**src/dwrq_pkg.sv**
```systemverilog
package dwrq_pkg;

	localparam int POT_W    = 3;
	localparam int MOIST_W  = 10;
	localparam int BTN_W    = 5;
	localparam int BYTE_W   = 8;
	localparam int NUM_POTS = 4;

	localparam logic [MOIST_W-1:0] MOIST_LOW_RST  = 10'd700;
	localparam logic [MOIST_W-1:0] MOIST_HIGH_RST = 10'd950;

	localparam logic [BYTE_W-1:0] LINK_READY = 8'hFF;
	localparam logic [BYTE_W-1:0] LINK_HOME  = 8'h55;
	localparam logic [BYTE_W-1:0] LINK_ERROR = 8'h0F;

	localparam int CFG_IDX_W = 1;

	typedef enum logic [CFG_IDX_W-1:0] {
		CFG_MOISTURE_LOW  = 1'b0,
		CFG_MOISTURE_HIGH = 1'b1
	} cfg_reg_t;

	typedef enum logic [1:0] {
		REQ_MOISTURE = 2'd0,
		REQ_BUTTON   = 2'd1,
		REQ_LINK     = 2'd2
	} req_kind_t;

	typedef enum logic [1:0] {
		PH_START   = 2'd0,
		PH_WAIT    = 2'd1,
		PH_PRESSED = 2'd2
	} btn_phase_t;

	typedef enum logic [1:0] {
		LS_NORMAL = 2'd0,
		LS_HOME   = 2'd1,
		LS_HALT   = 2'd2
	} link_phase_t;

	typedef enum logic [1:0] {
		ST_IDLE   = 2'd0,
		ST_SCAN   = 2'd1,
		ST_COMMIT = 2'd2
	} seq_state_t;

	typedef logic [POT_W-1:0] pot_t;

	// Token that walks the cell row during the duplicate scan.
	typedef struct packed {
		pot_t pot;
		logic hit;
	} scan_tok_t;

	// Controls common to every cell.
	typedef struct packed {
		logic shift;
		pot_t wr_pot;
	} cell_ctl_t;

	// Lowest pot button held low, 0 when none.
	function automatic pot_t first_pressed(input logic [BTN_W-1:0] lev);
		pot_t res;
		res = '0;
		for (int k = BTN_W - 1; k >= 1; k--) begin
			if (!lev[k]) begin
				res = POT_W'(k);
			end
		end
		return res;
	endfunction

endpackage

```
**src/dwrq_if.sv**
```systemverilog
interface dwrq_req_if;
	import dwrq_pkg::*;

	logic                valid;
	logic                ready;
	logic [1:0]          req_type;
	logic [POT_W-1:0]    pot_id;
	logic [MOIST_W-1:0]  moisture;
	logic [BTN_W-1:0]    button_levels;
	logic [BYTE_W-1:0]   link_byte;

	modport source (output valid, req_type, pot_id, moisture, button_levels, link_byte,
		input ready);
	modport sink (input valid, req_type, pot_id, moisture, button_levels, link_byte,
		output ready);
endinterface

interface dwrq_rsp_if;
	import dwrq_pkg::*;

	logic             valid;
	logic             ready;
	logic             send_valid;
	logic [POT_W-1:0] send_pot;
	logic [POT_W-1:0] working_pot;
	logic [2:0]       queue_count;
	logic             display_mode;
	logic [1:0]       link_status;

	modport source (output valid, send_valid, send_pot, working_pot, queue_count,
		display_mode, link_status, input ready);
	modport sink (input valid, send_valid, send_pot, working_pot, queue_count,
		display_mode, link_status, output ready);
endinterface

```
**src/dwrq_cell.sv**
```systemverilog
module dwrq_cell (
	input  logic                  clk,
	input  dwrq_pkg::scan_tok_t   tok_in,
	output dwrq_pkg::scan_tok_t   tok_out,
	input  dwrq_pkg::cell_ctl_t   ctl,
	input  logic                  wr_sel,
	input  logic                  occ,
	input  dwrq_pkg::pot_t        next_slot,
	output dwrq_pkg::pot_t        slot
);
	import dwrq_pkg::*;

	scan_tok_t tok_q;
	pot_t      slot_q;

	// Compare the passing token against this slot, only when occupied.
	always_ff @(posedge clk) begin
		tok_q.pot <= tok_in.pot;
		tok_q.hit <= tok_in.hit | (occ & (slot_q == tok_in.pot));
	end

	// Write takes priority; shift towards the head on dequeue.
	always_ff @(posedge clk) begin
		if (wr_sel) begin
			slot_q <= ctl.wr_pot;
		end else if (ctl.shift) begin
			slot_q <= next_slot;
		end
	end

	assign tok_out = tok_q;
	assign slot    = slot_q;
endmodule

```
**src/dedup_watering_request_queue_unit.sv**
```systemverilog
// Channel | Dir | Payload                                            | Handshake
// req     | in  | req_type, pot_id, moisture, button_levels, link_byte | valid/ready
// rsp     | out | send_valid, send_pot, working_pot, queue_count,     | valid/ready
//         |     | display_mode, link_status                           |
// cfg     | in  | cfg_index, cfg_wdata                                | cfg_we only
//
// Each request is accepted in idle, then the duplicate-scan token walks the row of
// cells (one cell per cycle), and the request then commits.
// Reset (arst_n low) empties the queue, clears the worked-on pot, starts the button
// machine, selects queue display and normal link status; thresholds return to 700/950.
// A stalled rsp holds its result; the next request is still accepted and scanned,
// and waits in commit until the result register frees.
module dedup_watering_request_queue_unit #(
	parameter int QUEUE_DEPTH = 4
) (
	input  logic                                clk,
	input  logic                                arst_n,
	input  logic                                cfg_we,
	input  logic [dwrq_pkg::CFG_IDX_W-1:0]      cfg_index,
	input  logic [dwrq_pkg::MOIST_W-1:0]        cfg_wdata,
	dwrq_req_if.sink                            req,
	dwrq_rsp_if.source                          rsp
);
	import dwrq_pkg::*;

	localparam int CNT_W = $clog2(QUEUE_DEPTH + 1);
	localparam int IDX_W = (QUEUE_DEPTH > 1) ? $clog2(QUEUE_DEPTH) : 1;

	// Sequencer
	seq_state_t state_q, state_d;
	logic [IDX_W-1:0] scan_cnt_q;
	logic hit_q;
	logic scan_last;
	logic commit_en;
	logic out_free;

	// Captured request
	logic [1:0]         type_q;
	pot_t               pot_q;
	pot_t               cand_q;
	logic [MOIST_W-1:0] moist_q;
	logic [BTN_W-1:0]   lev_q;
	logic [BYTE_W-1:0]  byte_q;

	// Configuration
	logic [MOIST_W-1:0] moist_low_q;
	logic [MOIST_W-1:0] moist_high_q;

	// Architectural state
	logic [CNT_W-1:0] count_q, count_d;
	pot_t             cur_q, cur_d;
	btn_phase_t       btn_q, btn_d;
	logic             show_q, show_d;
	link_phase_t      link_q, link_d;

	// Commit decisions
	logic do_push;
	logic do_pop;
	logic full;
	pot_t head_pot;

	// Result register
	logic             rsp_valid_q;
	logic             send_valid_q;
	pot_t             send_pot_q;
	pot_t             working_pot_q;
	logic [2:0]       queue_count_q;
	logic             display_mode_q;
	logic [1:0]       link_status_q;

	// Cell row
	scan_tok_t tok_head;
	scan_tok_t tok_chain [QUEUE_DEPTH+1];
	pot_t      slots     [QUEUE_DEPTH];
	cell_ctl_t cell_ctl;

	// Inject the candidate pot at the head of the row: a button request checks
	// the lowest pressed pot button, a moisture sample its own pot.
	always_comb begin
		tok_head.hit = 1'b0;
		if (req.req_type == REQ_BUTTON) begin
			tok_head.pot = first_pressed(req.button_levels);
		end else begin
			tok_head.pot = req.pot_id;
		end
	end

	assign tok_chain[0] = tok_head;

	assign cell_ctl.shift  = commit_en & do_pop;
	assign cell_ctl.wr_pot = cand_q;

	for (genvar i = 0; i < QUEUE_DEPTH; i++) begin : g_cell
		logic cell_occ;
		logic cell_wr;
		pot_t cell_next;

		assign cell_occ  = (count_q > CNT_W'(i));
		assign cell_wr   = commit_en & do_push & (count_q == CNT_W'(i));
		assign cell_next = (i == QUEUE_DEPTH - 1) ? '0 : slots[(i + 1) % QUEUE_DEPTH];

		dwrq_cell u_cell (
			.clk       (clk),
			.tok_in    (tok_chain[i]),
			.tok_out   (tok_chain[i+1]),
			.ctl       (cell_ctl),
			.wr_sel    (cell_wr),
			.occ       (cell_occ),
			.next_slot (cell_next),
			.slot      (slots[i])
		);
	end

	assign head_pot  = slots[0];
	assign scan_last = (scan_cnt_q == IDX_W'(QUEUE_DEPTH - 1));
	assign out_free  = ~rsp_valid_q | rsp.ready;

	// Next state of the sequencer
	always_comb begin
		state_d = state_q;
		case (state_q)
			ST_IDLE: begin
				if (req.valid) begin
					state_d = ST_SCAN;
				end
			end
			ST_SCAN: begin
				if (scan_last) begin
					state_d = ST_COMMIT;
				end
			end
			ST_COMMIT: begin
				if (out_free) begin
					state_d = ST_IDLE;
				end
			end
			default: begin
				state_d = ST_IDLE;
			end
		endcase
	end

	// Sequencer outputs
	always_comb begin
		req.ready = 1'b0;
		commit_en = 1'b0;
		case (state_q)
			ST_IDLE:   req.ready = 1'b1;
			ST_COMMIT: commit_en = out_free;
			default: begin
				req.ready = 1'b0;
				commit_en = 1'b0;
			end
		endcase
	end

	always_ff @(posedge clk or negedge arst_n) begin
		if (!arst_n) begin
			state_q    <= ST_IDLE;
			scan_cnt_q <= '0;
		end else begin
			state_q <= state_d;
			if (state_q == ST_SCAN) begin
				scan_cnt_q <= scan_last ? '0 : scan_cnt_q + 1'b1;
			end else begin
				scan_cnt_q <= '0;
			end
		end
	end

	// Capture the request and, at the end of the walk, the scan verdict.
	always_ff @(posedge clk) begin
		if (req.valid && req.ready) begin
			type_q  <= req.req_type;
			pot_q   <= req.pot_id;
			cand_q  <= tok_head.pot;
			moist_q <= req.moisture;
			lev_q   <= req.button_levels;
			byte_q  <= req.link_byte;
		end
		if (state_q == ST_SCAN && scan_last) begin
			hit_q <= tok_chain[QUEUE_DEPTH].hit;
		end
	end

	// Threshold registers
	always_ff @(posedge clk or negedge arst_n) begin
		if (!arst_n) begin
			moist_low_q  <= MOIST_LOW_RST;
			moist_high_q <= MOIST_HIGH_RST;
		end else if (cfg_we) begin
			case (cfg_index)
				CFG_MOISTURE_LOW:  moist_low_q  <= cfg_wdata;
				CFG_MOISTURE_HIGH: moist_high_q <= cfg_wdata;
				default: ;
			endcase
		end
	end

	assign full = (count_q >= CNT_W'(QUEUE_DEPTH));

	// Work out the effect of the captured request on the queue and the
	// button and link machines.
	always_comb begin
		count_d = count_q;
		cur_d   = cur_q;
		btn_d   = btn_q;
		show_d  = show_q;
		link_d  = link_q;
		do_push = 1'b0;
		do_pop  = 1'b0;
		case (link_q)
			LS_NORMAL: begin
				case (type_q)
					REQ_MOISTURE: begin
						if (pot_q != '0 && pot_q <= POT_W'(NUM_POTS) &&
							moist_q > moist_low_q && moist_q < moist_high_q) begin
							do_push = ~full & ~hit_q;
						end
					end
					REQ_BUTTON: begin
						case (btn_q)
							PH_START: btn_d = PH_WAIT;
							PH_WAIT: begin
								// Hold in wait while the queue is full.
								if (!full) begin
									if (!lev_q[0]) begin
										show_d = ~show_q;
										btn_d  = PH_PRESSED;
									end else if (cand_q != '0) begin
										btn_d = PH_PRESSED;
										if (cand_q <= POT_W'(NUM_POTS) && cur_q != cand_q) begin
											do_push = ~hit_q;
										end
									end
								end
							end
							PH_PRESSED: begin
								if (&lev_q) begin
									btn_d = PH_WAIT;
								end
							end
							default: btn_d = PH_START;
						endcase
					end
					REQ_LINK: begin
						if (byte_q == LINK_READY) begin
							if (count_q != '0) begin
								do_pop = 1'b1;
								cur_d  = head_pot;
							end
						end else if (byte_q == LINK_HOME) begin
							cur_d  = '0;
							link_d = LS_HOME;
						end else if (byte_q == LINK_ERROR) begin
							link_d = LS_HALT;
						end
					end
					default: ;
				endcase
			end
			LS_HOME: begin
				if (type_q == REQ_LINK) begin
					if (byte_q == LINK_READY) begin
						link_d = LS_NORMAL;
					end else if (byte_q == LINK_ERROR) begin
						link_d = LS_HALT;
					end
				end
			end
			default: ;
		endcase
		if (do_push) begin
			count_d = count_q + 1'b1;
		end else if (do_pop) begin
			count_d = count_q - 1'b1;
		end
	end

	// Advance architectural state on commit only.
	always_ff @(posedge clk or negedge arst_n) begin
		if (!arst_n) begin
			count_q <= '0;
			cur_q   <= '0;
			btn_q   <= PH_START;
			show_q  <= 1'b1;
			link_q  <= LS_NORMAL;
		end else if (commit_en) begin
			count_q <= count_d;
			cur_q   <= cur_d;
			btn_q   <= btn_d;
			show_q  <= show_d;
			link_q  <= link_d;
		end
	end

	// Result register: load on commit, drop once taken.
	always_ff @(posedge clk or negedge arst_n) begin
		if (!arst_n) begin
			rsp_valid_q <= 1'b0;
		end else if (commit_en) begin
			rsp_valid_q <= 1'b1;
		end else if (rsp.ready) begin
			rsp_valid_q <= 1'b0;
		end
	end

	always_ff @(posedge clk) begin
		if (commit_en) begin
			send_valid_q   <= do_pop;
			send_pot_q     <= do_pop ? head_pot : '0;
			working_pot_q  <= cur_d;
			queue_count_q  <= 3'(count_d);
			display_mode_q <= show_d;
			link_status_q  <= link_d;
		end
	end

	assign rsp.valid        = rsp_valid_q;
	assign rsp.send_valid   = send_valid_q;
	assign rsp.send_pot     = send_pot_q;
	assign rsp.working_pot  = working_pot_q;
	assign rsp.queue_count  = queue_count_q;
	assign rsp.display_mode = display_mode_q;
	assign rsp.link_status  = link_status_q;
endmodule

```
**src/flat_wrapper.sv**
```systemverilog
// flat-port wrapper written by rule: the top's interface ports become plain ports
module dedup_watering_request_queue_unit_flat import dwrq_pkg::*;
#(
	parameter int QUEUE_DEPTH = 4
)
  (clk, arst_n, cfg_we, cfg_index, cfg_wdata, req_valid, req_req_type, req_pot_id, req_moisture, req_button_levels, req_link_byte, req_ready, rsp_valid, rsp_send_valid, rsp_send_pot, rsp_working_pot, rsp_queue_count, rsp_display_mode, rsp_link_status, rsp_ready);
  dwrq_req_if req_i ();
  dwrq_rsp_if rsp_i ();
  input  logic clk;
  input  logic arst_n;
  input  logic cfg_we;
  input  logic [dwrq_pkg::CFG_IDX_W-1:0] cfg_index;
  input  logic [dwrq_pkg::MOIST_W-1:0] cfg_wdata;
  input wire logic [$bits(req_i.valid)-1:0] req_valid;
  input wire logic [$bits(req_i.req_type)-1:0] req_req_type;
  input wire logic [$bits(req_i.pot_id)-1:0] req_pot_id;
  input wire logic [$bits(req_i.moisture)-1:0] req_moisture;
  input wire logic [$bits(req_i.button_levels)-1:0] req_button_levels;
  input wire logic [$bits(req_i.link_byte)-1:0] req_link_byte;
  output wire logic [$bits(req_i.ready)-1:0] req_ready;
  output wire logic [$bits(rsp_i.valid)-1:0] rsp_valid;
  output wire logic [$bits(rsp_i.send_valid)-1:0] rsp_send_valid;
  output wire logic [$bits(rsp_i.send_pot)-1:0] rsp_send_pot;
  output wire logic [$bits(rsp_i.working_pot)-1:0] rsp_working_pot;
  output wire logic [$bits(rsp_i.queue_count)-1:0] rsp_queue_count;
  output wire logic [$bits(rsp_i.display_mode)-1:0] rsp_display_mode;
  output wire logic [$bits(rsp_i.link_status)-1:0] rsp_link_status;
  input wire logic [$bits(rsp_i.ready)-1:0] rsp_ready;
  assign req_i.valid = req_valid;
  assign req_i.req_type = req_req_type;
  assign req_i.pot_id = req_pot_id;
  assign req_i.moisture = req_moisture;
  assign req_i.button_levels = req_button_levels;
  assign req_i.link_byte = req_link_byte;
  assign req_ready = req_i.ready;
  assign rsp_valid = rsp_i.valid;
  assign rsp_send_valid = rsp_i.send_valid;
  assign rsp_send_pot = rsp_i.send_pot;
  assign rsp_working_pot = rsp_i.working_pot;
  assign rsp_queue_count = rsp_i.queue_count;
  assign rsp_display_mode = rsp_i.display_mode;
  assign rsp_link_status = rsp_i.link_status;
  assign rsp_i.ready = rsp_ready;
  dedup_watering_request_queue_unit #(.QUEUE_DEPTH(QUEUE_DEPTH)) u_core (.clk(clk), .arst_n(arst_n), .cfg_we(cfg_we), .cfg_index(cfg_index), .cfg_wdata(cfg_wdata), .req(req_i), .rsp(rsp_i));
endmodule
```
**config.mk**
```make
export PLATFORM = sky130hd
export DESIGN_NAME = dedup_watering_request_queue_unit_flat
export DESIGN_NICKNAME = d
export VERILOG_FILES = /design/src/dwrq_pkg.sv /design/src/dwrq_if.sv /design/src/dwrq_cell.sv /design/src/dedup_watering_request_queue_unit.sv /design/src/flat_wrapper.sv
export SDC_FILE = /design/constraint.sdc
export NUM_CORES = 1
export LEC_CHECK = 0
export BUFFER_PORTS_ARGS = -buffer_cell sky130_fd_sc_hd__buf_2
export CAP_MARGIN = 20
export CORE_UTILIZATION = 38
export CTS_CLUSTER_DIAMETER = 120
export DETAILED_ROUTE_END_ITERATION = 10
export SYNTH_ARGS = -nofsm -noshare
export SYNTH_HDL_FRONTEND = slang
export SYNTH_HIERARCHICAL = 1
export SYNTH_SLANG_ARGS = --single-unit
```
**constraint.sdc**
```tcl
create_clock -name clk -period 8.3 [get_ports clk]
set_input_delay 2.075 -clock clk [delete_from_list [all_inputs] [get_ports clk]]
set_output_delay 2.075 -clock clk [all_outputs]
set_load 0.02 [all_outputs]
```
==> reports/metrics.csv, run 1 <==
stage,metric,value,unit
run_status,outcome,completed,
die,die_h,115,um
layout,final_nets,521,
timing,fin_crit,3.75,ns
timing,worst_slew_pin_slew,1.05,ns
power,peakVddDrop,0.123,mV
route,met3_length,363,um
worst_setup_path,cp_cell_sequence,buf_2 -> nand2b_1 -> nand2b_1 -> inv_1 -> a21oi_1 -> a2111o_1 -> o311a_1,
worst_setup_path,cp-startpoint,rsp_ready,
clock_tree,clk_path_buf_depth,2,
clock_tree,cts_tree,yes,
timing,drv_slew,0,
power,p_leak,2.31,nW
worst_setup_path,crit_fanout,19,
worst_setup_path,r2r-start,u_core/moist_high_q[9],
route,drc,0,
worst_setup_path,cpMostUsedCell,nand2b_1,
route,dr.first_iter.drc_count,123,
clock_tree,cts-root-buf,clkbuf_16,
grt,grt_pass1_vias,3105,
layout,utilization,46.1,%
yosys,syn_inst,383,
worst_setup_path,worstPathArrival,3.99,ns
clock_tree,ctsResizeCount,0,
worst_setup_path,max_stage_delay,0.70,ns
hold_path,hp-class,register to register,
route,wl_per_cell,15.3,um
route,route.antenna.remaining_nets,0,
die,start_util,39.5,%
route,wl_met2,4.60,mm
die,rows,40,
yosys,avgSynthCellArea,12.6,um2
clock_tree,path_clk_slew,0.07,ns
placed_design,dp_hpwl,7.04,mm
clock_tree,cts.sinks,106,
grt,grt_start_max_net_pins,37,
route,vias,3094,
worst_setup_path,cp-end-kind,register,
yosys,netlist_area,4830,um2
hold_path,min-delay-start,u_core/g_cell[1].u_cell/tok_out[3],
route,drt_wl_total,9.52,mm
grt,track_usage,15.9,%
timing,setup_viol,0,
placed_design,dp.cells,608,
grt,grt_pass1_wl,15.6,mm
worst_setup_path,crit_type,input port to register,
timing,final.setup.tns,0,ns
timing,period_share,45.2,%
worst_setup_path,start_kind,input port,
power,power_per_cell_area,233,nW/um2
clock_tree,holdBufCountCts,0,
die,die_x,115,um
layout,synthToLayoutAreaGrowth,16.8,%
placed_design,dp_slack,4.14,ns
worst_setup_path,r2r_setup_slack,5.06,ns
job,maxCapViolCount,0,
die,die-area,13200,um2
route,met1Wirelength,4.40,mm
worst_setup_path,critPathTopFamily,buffers and inverters,
route,drt_first_pass_iters,4,
grt,gr-total-overflow,0,
placed_design,portBuffers,58,
layout,fill_cells,1153,
layout,final_cell_mix,"buf_2 (58), edfxtp_1 (57), inv_1 (28)",
clock_tree,clk_latency,0.35,ns
clock_tree,h-tree-depth,3,
clock_tree,cts_buffers,9,
worst_setup_path,crit_slowest_cell,inv_1,
yosys,yosysWarnings,6,
clock_tree,post-cts-setup-buffers,0,
worst_setup_path,timing.critical_path.buf_inv,2,
die,io_pins,59,
timing,relSlewSlack,29.7,%
layout,fin_cells,624,
worst_setup_path,critPathRequiredTime,8.54,ns
placed_design,gp_congestion,0.784,
timing,skew,0.00966,ns
die,core_area,12200,um2
layout,layout_commonest_cell,buf_2,
timing,timing.hold.ws,0.366,ns
timing,setup_slack,4.55,ns
layout,num_antenna_cells,0,
route,highest_layer,met4,
route,viasPerCell,4.96,
timing,hold_violations,0,
grt,antenna_found_initial,0,
timing,max_freq,0.267,GHz
timing,rsz0062_at_grt,no,
layout,drive_above_1_share,27.4,%
==> power breakdown <==
group	leakage, nW	internal, W	switching, W
combinational	1.12	0.0000839	0.000116
sequential	1.04	0.000638	0.0000424
clock	0.149	0.000249	0.000182
total	2.31	0.000971	0.000340
==> worst register-to-register path, stage by stage (launching register included) <==
cell and delay (ns):
dfstp_2 0.53, inv_1 0.04, ha_1 0.19, or4_4 0.42, a211oi_2 0.22, nand3_2 0.11
a211oi_4 0.37, a21oi_4 0.16, nor3b_1 0.55, mux2_2 0.39
==> state kept, by name, indices dropped and copies added (netlist names), 3 cells and up <==
register and flops:
u_core/rsp.send_pot 3, u_core/g_cell.u_cell/slot 12, u_core/moist_q 10, u_core/pot_q 3
u_core/rsp.working_pot 3, u_core/cur_q 3, u_core/count_q 3, u_core/lev_q 5
u_core/byte_q 8, u_core/cand_q 3, u_core/moist_high_q 10, u_core/g_cell.u_cell/tok_out 13
u_core/rsp.queue_count 3, u_core/moist_low_q 10
==> worst paths after layout <==
path | end | cells past startpoint
worst max-delay path | u_core/count_q[1] | 7
worst min-delay path | u_core/g_cell[2].u_cell/tok_out[3] | 0
worst max register to register | u_core/g_cell[1].u_cell/slot[2] | 9
worst min register to register | u_core/g_cell[2].u_cell/tok_out[3] | 0
max in group asynchronous | u_core/btn_q[0] | 1
min in group asynchronous | u_core/cur_q[0] | 1
==> metrics by stage <==
stage | instance area, um2 | total power [W]
after floorplan | 4840 | 0.000819
after global placement | 5320 | 0.000886
after detailed placement | 5320 | 0.000894
after CTS | 5640 | 0.00133
after global routing | 5640 | 0.00138
final | 5640 | 0.00131
==> final cells by class <==
type / count / area (um2) / area share (%)
flip-flops and latches: 106 / 2890 / 51.3
multi-input cells: 244 / 1800 / 31.9
repair buffers: 61 / 313 / 5.55
clock buffers: 14 / 297 / 5.26
well taps: 168 / 210 / 3.73
inverters: 29 / 109 / 1.93
clock inverters: 2 / 16.3 / 0.289
==> metal layers <==
layer  GRT usage, %  vias up
li1               -     1521
met5              0        -
met3           3.65        9
met1           20.3     1515
met4           6.41        0
met2           26.3       49
Power figures use the tool's default switching activity.
==> run 2, diff against run 1 <==
==> constraint.sdc (replaced) <==
create_clock -name clk -period 3.51 [get_ports clk]
set_input_delay 0.8775 -clock clk [delete_from_list [all_inputs] [get_ports clk]]
set_output_delay 0.8775 -clock clk [all_outputs]
set_load 0.02 [all_outputs]
==> reports/metrics.csv, run 2 (synthesis results as in run 1) <==
stage,metric,value,unit,change
run_status,outcome,completed,,unchanged
route,dr.first_iter.drc_count,141,,was 123
power,swShare,26.3,%,was 25.9%
grt,track_usage,16.0,%,was 15.9%
route,route.antenna.remaining_nets,0,,unchanged
worst_setup_path,start_kind,register,,was input port
die,die_x,115,um,unchanged
timing,max_freq,0.318,GHz,
layout,final_area,5620,um2,was 5640 um2
die,rows,40,,unchanged
clock_tree,clk_latency,0.34,ns,was 0.35 ns
timing,rsz0062_at_grt,no,,unchanged
timing,hold_violations,0,,unchanged
timing,fin_crit,3.14,ns,
worst_setup_path,worstPathArrival,3.24,ns,was 3.99 ns
power,p_leak,2.31,nW,about the same
layout,utilization,46.1,%,about the same
die,die-area,13200,um2,unchanged
layout,layout_commonest_cell,buf_2,,unchanged
timing,skew,0.00621,ns,was 0.00966 ns
placed_design,placed_area,5340,um2,was 5320 um2
die,io_pins,59,,unchanged
clock_tree,cts.sinks,106,,unchanged
timing,relSlewSlack,41.9,%,was 29.7%
timing,final.setup.tns,0,ns,unchanged
route,drc,0,,unchanged
worst_setup_path,crit_type,register to register,,was input port to register
grt,grt_pass1_vias,3203,,was 3105
clock_tree,h-tree-depth,3,,unchanged
grt,grt_start_max_net_pins,37,,unchanged
grt,gr-total-overflow,0,,unchanged
power,seq_power_share,53.2,%,was 51.9%
layout,num_antenna_cells,0,,unchanged
power,power_per_cell_area,538,nW/um2,was 233 nW/um2
power,peakVddDrop,0.286,mV,was 0.123 mV
timing,setup_viol,0,,unchanged
worst_setup_path,crit_fanout,8,,was 19
layout,synthToLayoutAreaGrowth,16.5,%,was 16.8%
power,internal_power,0.00223,W,was 0.000971 W
clock_tree,cts_buffers,9,,unchanged
power,p_clk_share,31.1,%,was 32.9%
hold_path,hp-class,register to register,,unchanged
worst_setup_path,cp-end-kind,register,,unchanged
die,core_area,12200,um2,unchanged
layout,area.sequential,2890,um2,unchanged
grt,antenna_found_initial,0,,unchanged
layout,final_nets,524,,was 521
clock_tree,holdBufCountCts,0,,unchanged
die,start_util,39.5,%,unchanged
placed_design,portBuffers,58,,unchanged
job,maxCapViolCount,0,,unchanged
clock_tree,cts_tree,yes,,unchanged
route,wl_per_cell,15.3,um,about the same
clock_tree,ctsResizeCount,0,,unchanged
grt,grt_pass1_wl,15.8,mm,was 15.6 mm
timing,worst_slew_pin_slew,0.863,ns,was 1.05 ns
placed_design,dp_hpwl,7.08,mm,was 7.04 mm
placed_design,gp_congestion,0.768,,was 0.784
layout,multi_input_area,1800,um2,unchanged
timing,period_share,89.5,%,
layout,drive_above_1_share,27.9,%,was 27.4%
layout,largest_reg_flops,13,,unchanged
layout,fill_cells,1185,,was 1153
timing,drv_slew,0,,unchanged
route,drt_first_pass_iters,4,,unchanged
route,vias,3068,,was 3094
worst_setup_path,critPathRequiredTime,3.60,ns,was 8.54 ns
route,drt_wl_total,9.57,mm,was 9.52 mm
power,power.net_switching,0.000796,W,was 0.000340 W
power,p_comb_share,15.6,%,was 15.2%
clock_tree,cts-root-buf,clkbuf_16,,unchanged
layout,final_cell_mix,"buf_2 (58), edfxtp_1 (57), inv_1 (28)",,unchanged
clock_tree,post-cts-setup-buffers,0,,unchanged
clock_tree,path_clk_slew,0.07,ns,about the same
route,viasPerCell,4.89,,was 4.96
clock_tree,clk_path_buf_depth,2,,unchanged
die,die_h,115,um,unchanged
[run 2: power groups by stage]
stage               combinational [W]  sequential, W  clock [W]
floorplan                    0.000312        0.00162          0
global placement             0.000469        0.00163          0
detailed placement           0.000482        0.00164          0
CTS                          0.000483        0.00161   0.000977
global route                 0.000541        0.00163    0.00103
finish                       0.000473        0.00161   0.000942
[run 2: path summary, 6_finish.rpt]
path	startpoint	slack (ns)	cells after the start	endpoint
worst max-delay path	u_core/moist_high_q[9]	0.37	9	u_core/g_cell[1].u_cell/slot[1]
worst min-delay path	u_core/g_cell[0].u_cell/tok_out[3]	0.37	0	u_core/g_cell[1].u_cell/tok_out[3]
worst max register to register	u_core/moist_high_q[9]	0.37	9	u_core/g_cell[1].u_cell/slot[1]
worst min register to register	u_core/g_cell[0].u_cell/tok_out[3]	0.37	0	u_core/g_cell[1].u_cell/tok_out[3]
max in group asynchronous	arst_n	2.34	1	u_core/state_q[0]
min in group asynchronous	arst_n	0.64	1	u_core/moist_high_q[3]
[run 2: per-layer routing]
| metal | routed length [um] | share of wire, % | track usage [%] |
|---|---|---|---|
| met1 | 4440 | 46 | 20.2 |
| met2 | 4620 | 48 | 26.8 |
| met3 | 338 | 3.5 | 3.76 |
| met4 | 174 | 1.8 | 5.97 |
| met5 | 0 | 0 | 0 |
[run 2: critical path, cell delays in order, from the launching register on]
cell and delay [ns]:
dfstp_2 0.52, inv_1 0.04, ha_1 0.18, or4_4 0.42, a211oi_2 0.22, nand3_2 0.10
a211oi_4 0.35, a21oi_4 0.16, nor3b_1 0.50, mux2_2 0.40
[run 2: metrics by stage]
step	hold WS (ns)	cells	power [W]	setup slack (ns)
2_1_floorplan	0.350	386	0.00194	0.657
3_3_place_gp	0.364	610	0.00210	0.532
3_5_place_dp	0.364	610	0.00212	0.383
4_1_cts	0.372	626	0.00307	0.366
5_1_grt	0.381	627	0.00320	0.204
6_report	0.366	627	0.00303	0.370
[run 2: final cells by class]
cell class	count	area share [%]
flip-flops and latches	106	51.4
repair buffers	64	5.92
inverters	29	1.94
clock buffers	12	4.56
multi-input cells	244	32.0
clock inverters	4	0.445
well taps	168	3.74
